### config.mk
export PLATFORM = sky130hd
export DESIGN_NAME = qte_isqrt
export DESIGN_NICKNAME = d
export VERILOG_FILES = /design/src/rtl/core/qte_pkg.sv /design/src/rtl/core/qte_isqrt.sv
export SDC_FILE = /design/constraint.sdc
export NUM_CORES = 2
export LEC_CHECK = 0
export BUFFER_PORTS_ARGS = -buffer_cell sky130_fd_sc_hd__buf_2
export CAP_MARGIN = 20
export CORE_ASPECT_RATIO = 1.5
export CORE_UTILIZATION = 65
export CTS_CLUSTER_SIZE = 12
export DETAILED_ROUTE_END_ITERATION = 12
export PLACE_DENSITY = 0.84
export SKIP_LAST_GASP = 1
export SLEW_MARGIN = 30
export SYNTH_ARGS = -nofsm -noshare
export SYNTH_HDL_FRONTEND = slang
export SYNTH_SLANG_ARGS = --single-unit
### constraint.sdc
create_clock -name clk -period 5.5 [get_ports clk]
set_input_delay 0 -clock clk [delete_from_list [all_inputs] [get_ports clk]]
set_output_delay 0 -clock clk [all_outputs]
set_load 0.02 [all_outputs]
### src/rtl/core/qte_pkg.sv
// shared types, constants and helpers of the quaternion to euler core
package qte_pkg;

    localparam int QW      = 16;
    localparam int WN_W    = 17;
    localparam int PROD_W  = 33;
    localparam int SUM_W   = 36;
    localparam int OP_W    = 34;
    localparam int CX_W    = 36;
    localparam int ANG_W   = 28;
    localparam int SPS_W   = 31;
    localparam int SQ_W    = 62;
    localparam int RAD_W   = 61;
    localparam int ROOT_W  = 31;
    localparam int PL_W    = 60;
    localparam int THR_W   = 15;
    localparam int TAB_LEN = 24;
    localparam int LANES   = 3;
    localparam int ADDR_W  = 3;
    localparam int DATA_W  = 32;

    localparam int LANE_PITCH = 0;
    localparam int LANE_HEAD  = 1;
    localparam int LANE_BANK  = 2;

    localparam logic signed [ANG_W-1:0] PI_Q24      = 28'sd52707179;
    localparam logic signed [25:0]      HALF_PI_Q24 = 26'sd26353589;
    localparam logic signed [15:0]      PI_Q13      = 16'sd25736;
    localparam logic signed [15:0]      HALF_PI_Q13 = 16'sd12868;
    localparam logic [THR_W-1:0]        THR_RESET   = 15'd32765;

    typedef enum logic [0:0] {
        REG_THRESHOLD = 1'b0
    } reg_index_t;

    typedef logic [24:0] atan_entry_t;

    localparam atan_entry_t ATAN_TAB [TAB_LEN] = '{
        25'd13176795, 25'd7778716, 25'd4110060, 25'd2086331,
        25'd1047214,  25'd524117,  25'd262123,  25'd131069,
        25'd65536,    25'd32768,   25'd16384,   25'd8192,
        25'd4096,     25'd2048,    25'd1024,    25'd512,
        25'd256,      25'd128,     25'd64,      25'd32,
        25'd16,       25'd8,       25'd4,       25'd2
    };

    typedef struct packed {
        logic                     lock;
        logic signed [ANG_W-1:0]  pitch_lock;
        logic signed [OP_W-1:0]   head_y;
        logic signed [OP_W-1:0]   head_x;
        logic signed [OP_W-1:0]   bank_y;
        logic signed [OP_W-1:0]   bank_x;
        logic signed [SPS_W-1:0]  sp;
    } front_side_t;

    typedef struct packed {
        logic                     lock;
        logic signed [ANG_W-1:0]  pitch_lock;
    } tail_side_t;

    // q.24 to q.13, round half away from zero, then clamp to +-lim
    function automatic logic signed [15:0] round_sat(
        input logic signed [ANG_W-1:0] a,
        input logic signed [15:0]      lim
    );
        logic signed [ANG_W:0] a_ext;
        logic signed [ANG_W:0] r;
        logic signed [ANG_W:0] lim_ext;
        a_ext   = (ANG_W+1)'(a);
        lim_ext = (ANG_W+1)'(lim);
        if (a_ext >= 0)
        begin
            r = (a_ext + 29'sd1024) >>> 11;
        end
        else
        begin
            r = -((-a_ext + 29'sd1024) >>> 11);
        end
        if (r > lim_ext)
        begin
            r = lim_ext;
        end
        else if (r < -lim_ext)
        begin
            r = -lim_ext;
        end
        return r[15:0];
    endfunction

endpackage

### src/rtl/core/qte_isqrt.sv
// pipelined integer square root, one result bit per stage
module qte_isqrt #(
    parameter int SIDE_W = 8
) (
    input  logic                       clk,
    input  logic                       rst_n,
    input  logic                       en,
    input  logic                       in_valid,
    input  logic [qte_pkg::RAD_W-1:0]  rad,
    input  logic [SIDE_W-1:0]          side_in,
    output logic                       out_valid,
    output logic [qte_pkg::ROOT_W-1:0] root,
    output logic [SIDE_W-1:0]          side_out
);
    import qte_pkg::*;

    localparam int TW = RAD_W + 2;

    logic [RAD_W-1:0]  rem_reg  [ROOT_W];
    logic [ROOT_W-1:0] root_reg [ROOT_W];
    logic [SIDE_W-1:0] side_reg [ROOT_W];
    logic              v_reg    [ROOT_W];

    for (genvar s = 0; s < ROOT_W; s++)
    begin : g_stage
        localparam int K = ROOT_W - 1 - s;

        logic [RAD_W-1:0]  rem_in;
        logic [ROOT_W-1:0] root_in;
        logic [SIDE_W-1:0] side_s;
        logic              v_in;
        logic [TW-1:0]     trial;
        logic              take;
        logic [RAD_W-1:0]  rem_next;
        logic [ROOT_W-1:0] root_next;

        if (s == 0)
        begin : g_first
            assign rem_in  = rad;
            assign root_in = '0;
            assign side_s  = side_in;
            assign v_in    = in_valid;
        end
        else
        begin : g_rest
            assign rem_in  = rem_reg[s-1];
            assign root_in = root_reg[s-1];
            assign side_s  = side_reg[s-1];
            assign v_in    = v_reg[s-1];
        end

        assign trial     = (TW'(root_in) << (K + 1)) + (TW'(1) << (2 * K));
        assign take      = TW'(rem_in) >= trial;
        assign rem_next  = take ? rem_in - trial[RAD_W-1:0] : rem_in;
        assign root_next = take ? (root_in | (ROOT_W'(1) << K)) : root_in;

        always_ff @(posedge clk or negedge rst_n)
        begin
            if (!rst_n)
            begin
                v_reg[s] <= 1'b0;
            end
            else if (en)
            begin
                v_reg[s] <= v_in;
            end
        end

        always_ff @(posedge clk)
        begin
            if (en)
            begin
                rem_reg[s]  <= rem_next;
                root_reg[s] <= root_next;
                side_reg[s] <= side_s;
            end
        end
    end

    assign out_valid = v_reg[ROOT_W-1];
    assign root      = root_reg[ROOT_W-1];
    assign side_out  = side_reg[ROOT_W-1];

endmodule

==> impl_metrics.json <==
{
  "cts.path.max_buffers": 4,
  "regArea_mm2": 0.0781,
  "synthCells": 9191,
  "cts.clk_slew.worst_paths_ns": 0.06,
  "die_x_um": 353,
  "wl_per_cell_um": 29.6,
  "cts.hold.buffers_added": 145,
  "status": "finished clean",
  "die_h_um": 529,
  "dieArea_mm2": 0.187,
  "post-route-min-period_ns": 4.98,
  "end_kind": "flip-flop",
  "io_pins": 113,
  "cts.repair.resized": 0,
  "final_layout_size_suffix_gt1_share_pct": 7.92,
  "required_ns": 6.07,
  "comb_power_share_pct": 22.6,
  "antenna_found_initial": 50,
  "finClkSkew_ns": 0.0691,
  "coreArea_mm2": 0.184,
  "grt_max_degree": 216,
  "clk_latency_ns": 0.90,
  "place_congestion": 1.12,
  "ys.flop_type": "edfxtp_1",
  "cts.sinks": 2605,
  "critPathMaxStageDelay_ns": 0.99,
  "area_growth_pct": 11.0,
  "maxCapViolations": 0,
  "routed_via_density": 6.64,
  "setup_viol": 0,
  "fmax_ghz": 0.201,
  "synth_cell_types": 90,
  "dr_total_vias": 81200,
  "core.rowCount": 193,
  "synth_enable_flop_cells": 2574,
  "path_class": "flip-flop to flip-flop",
  "track_usage_pct": 38.6,
  "grt-ovfl-total": 0,
  "p_leak_uw": 0.0502,
  "finalCritPeriodShare_pct": 90.6,
  "port_buffers": 112,
  "p_per_area_mw_per_mm2": 426,
  "start_util_pct": 65.3,
  "drtPass1Iterations": 8,
  "ir_worst_vdd_uv": 369,
  "crit_family": "simple AND/OR/NAND/NOR gates",
  "p_sw_share_pct": 31.3,
  "crit_buf_inv": 0,
  "cts_root_buf": "clkbuf_16",
  "syn_area_per_cell_um2": 13.1,
  "relSlewSlack_pct": 17.3,
  "yosysSeqAreaShare_pct": 64.9,
  "p_sw_uw": 17800,
  "power_frac_seq_pct": 48.4,
  "cts_tree": "yes",
  "cp_max_fo": 8,
  "synth_area_mm2": 0.120,
  "slew_viol_final": 0,
  "worst_pin_slew_ns": 1.23,
  "worstPathArrival_ns": 5.55,
  "grt_pass1_wl_um": 520000,
  "numCtsBuffers": 267,
  "critPathLaunchType": "flip-flop",
  "ant_nets": 0,
  "hold_viol": 0,
  "route.detailed.drc": 0,
  "drt_first_iter_violations": 8062,
  "n_fill_cell": 11300,
  "path_cells": "nor4_1, nand4b_1, or3_1, nor4_2, or3_4, o31ai_2, a211oi_1, nand2_1, xnor2_1",
  "yosysWarningCount": 0,
  "crit_slowest_cell": "a211oi_1",
  "ys_seq_elements": 2605,
  "drt_wl_total_um": 362000,
  "hold_class": "input pin to flip-flop",
  "grt_pass1_vias": 83300,
  "post-route-util_pct": 72.5,
  "cts-htree-levels": 5,
  "fin_setup_tns_ns": 0,
  "place_hpwl_um": 252000,
  "syn_nets": 9788,
  "intPower_uw": 39100,
  "async_flop_share_pct": 1.19,
  "post-cts-setup-buffers": 0,
  "clkPwrFrac_pct": 29.0,
  "rsz0062_at_grt": "no",
  "multiInputGateArea_mm2": 0.0394,
  "largest_register_ffs": 1830,
  "fin_nets": 10200
}
==> placed cells by master (no fill, tap or decap), types with 53 or more instances in the layout <==
cell           count
nand2b_1          93
o21a_1           110
nor2_1           604
nand2_1          487
buf_2            111
ha_1             523
a211oi_1          53
xnor2_1          469
o21ai_0          368
clkbuf_16        272
a31oi_1           55
a21oi_1          603
nand4_1          174
or4_1             69
a21o_1           224
buf_4             89
nor3_1           207
edfxtp_1        2574
dlygate4sd3_1    144
inv_1            646
mux2_2           120
diode_2           61
or3_1             86
nor2b_1           64
nor4_1           299
xor2_1           309
nand3_1          155
==> final cells by class <==
cell class | instances | share of cell area, %
Multi-Input combinational cell | 5738 | 29.5
Antenna cell | 61 | 0.114
Sequential cell | 2605 | 58.4
Tap cell | 2437 | 2.28
Clock buffer | 314 | 5.21
Clock inverter | 40 | 0.247
Inverter | 648 | 1.82
Timing Repair Buffer | 375 | 2.44
==> power groups by stage <==
stage	combinational, uW	sequential, uW	clock (uW)
final	12800	27500	16500
after global routing	13700	27600	17200
after CTS	12200	27300	16300
after detailed placement	12000	27700	0
after global placement	11600	27600	0
after floorplan	8420	26500	0
==> logic make-up after synthesis <==
| logic type | Yosys count | synth area share, % |
|---|---|---|
| AND/OR/NAND/NOR | 2571 | 11.2 |
| XOR/XNOR | 779 | 5.67 |
| AO/OA/AOI/OAI | 1729 | 8.91 |
| buffers and inverters | 848 | 2.67 |
| other | 1 | 0.00312 |
| multiplexers | 134 | 1.26 |
| adder cells (fa/ha/maj) | 524 | 5.45 |
| flip-flops | 2605 | 64.9 |
==> worst register-to-register path, stage by stage (launching register included) <==
cell and delay, ns:
edfxtp_1 0.54, nor4_1 0.49, nand4b_1 0.46, or3_1 0.67, nor4_2 0.79, or3_4 0.27
o31ai_2 0.12, a211oi_1 0.99, nand2_1 0.19, xnor2_1 0.18
==> cells in the mapped netlist (15+ instances only) <==
master | n | share of area [%]
edfxtp_1 | 2574 | 64
inv_1 | 646 | 2.0
a21oi_1 | 605 | 2.5
nor2_1 | 604 | 1.9
ha_1 | 523 | 5.4
nand2_1 | 487 | 1.5
xnor2_1 | 470 | 3.4
o21ai_0 | 373 | 1.6
nor4_1 | 313 | 1.6
xor2_1 | 309 | 2.2
a21o_1 | 224 | 1.4
nor3_1 | 212 | 0.88
clkbuf_1 | 174 | 0.54
nand4_1 | 174 | 0.90
nand3_1 | 156 | 0.65
mux2_2 | 120 | 1.1
o21a_1 | 110 | 0.69
nand2b_1 | 94 | 0.49
or3_1 | 87 | 0.45
or4_1 | 69 | 0.43
nor2b_1 | 64 | 0.33
a31oi_1 | 55 | 0.29
a211oi_1 | 53 | 0.33
nor4b_1 | 49 | 0.36
and3_1 | 47 | 0.24
or2_2 | 43 | 0.22
o211ai_1 | 39 | 0.24
o21bai_1 | 37 | 0.23
nand4b_1 | 32 | 0.23
dfrtp_1 | 31 | 0.64
o31ai_1 | 29 | 0.18
nand3b_1 | 28 | 0.17
and2_1 | 27 | 0.14
and4_1 | 24 | 0.17
o2111ai_1 | 20 | 0.15
a21boi_0 | 19 | 0.12
a31o_2 | 18 | 0.13
buf_1 | 18 | 0.056
nor3b_1 | 18 | 0.11
a211o_1 | 16 | 0.12
and4b_1 | 15 | 0.12
==> path summary, 6_finish.rpt <==
| kind | from | end | slack, ns | depth (start not counted) |
|---|---|---|---|---|
| min in group asynchronous | rst_n | g_stage[16].v_in | 0.18 | 4 |
| setup / recovery | rem_reg[3][99] | rem_reg[3][176] | 0.52 | 9 |
| hold / removal | en | rem_reg[2][331] | 0.17 | 2 |
| setup reg to reg | rem_reg[3][99] | rem_reg[3][176] | 0.52 | 9 |
| hold reg to reg | side_reg[9][7] | side_reg[10][7] | 0.39 | 0 |
| max in group asynchronous | rst_n | g_stage[12].v_in | 5.15 | 4 |
==> metrics by stage <==
step / cell area, um2 / worst slack (ns) / power, uW / cells / hold slack [ns]
after global placement: 124000 / 0.252 / 39200 / 11600 / 0.0562
after CTS: 133000 / 0.646 / 55900 / 12100 / 0.167
final: 134000 / 0.517 / 56900 / 12200 / 0.173
after global routing: 134000 / 0.672 / 58500 / 12200 / 0.157
after floorplan: 120000 / 1.89 / 34900 / 9191 / -0.296
after detailed placement: 124000 / 0.689 / 39700 / 11600 / 0.0705
==> layer usage <==
| layer | share of wire (%) | global-route usage, % |
|---|---|---|
| met1 | 26 | 29.0 |
| met2 | 52 | 70.6 |
| met3 | 6.9 | 10.1 |
| met4 | 15 | 46.8 |
| met5 | 0.082 | 0 |
Power figures use the tool's default switching activity.
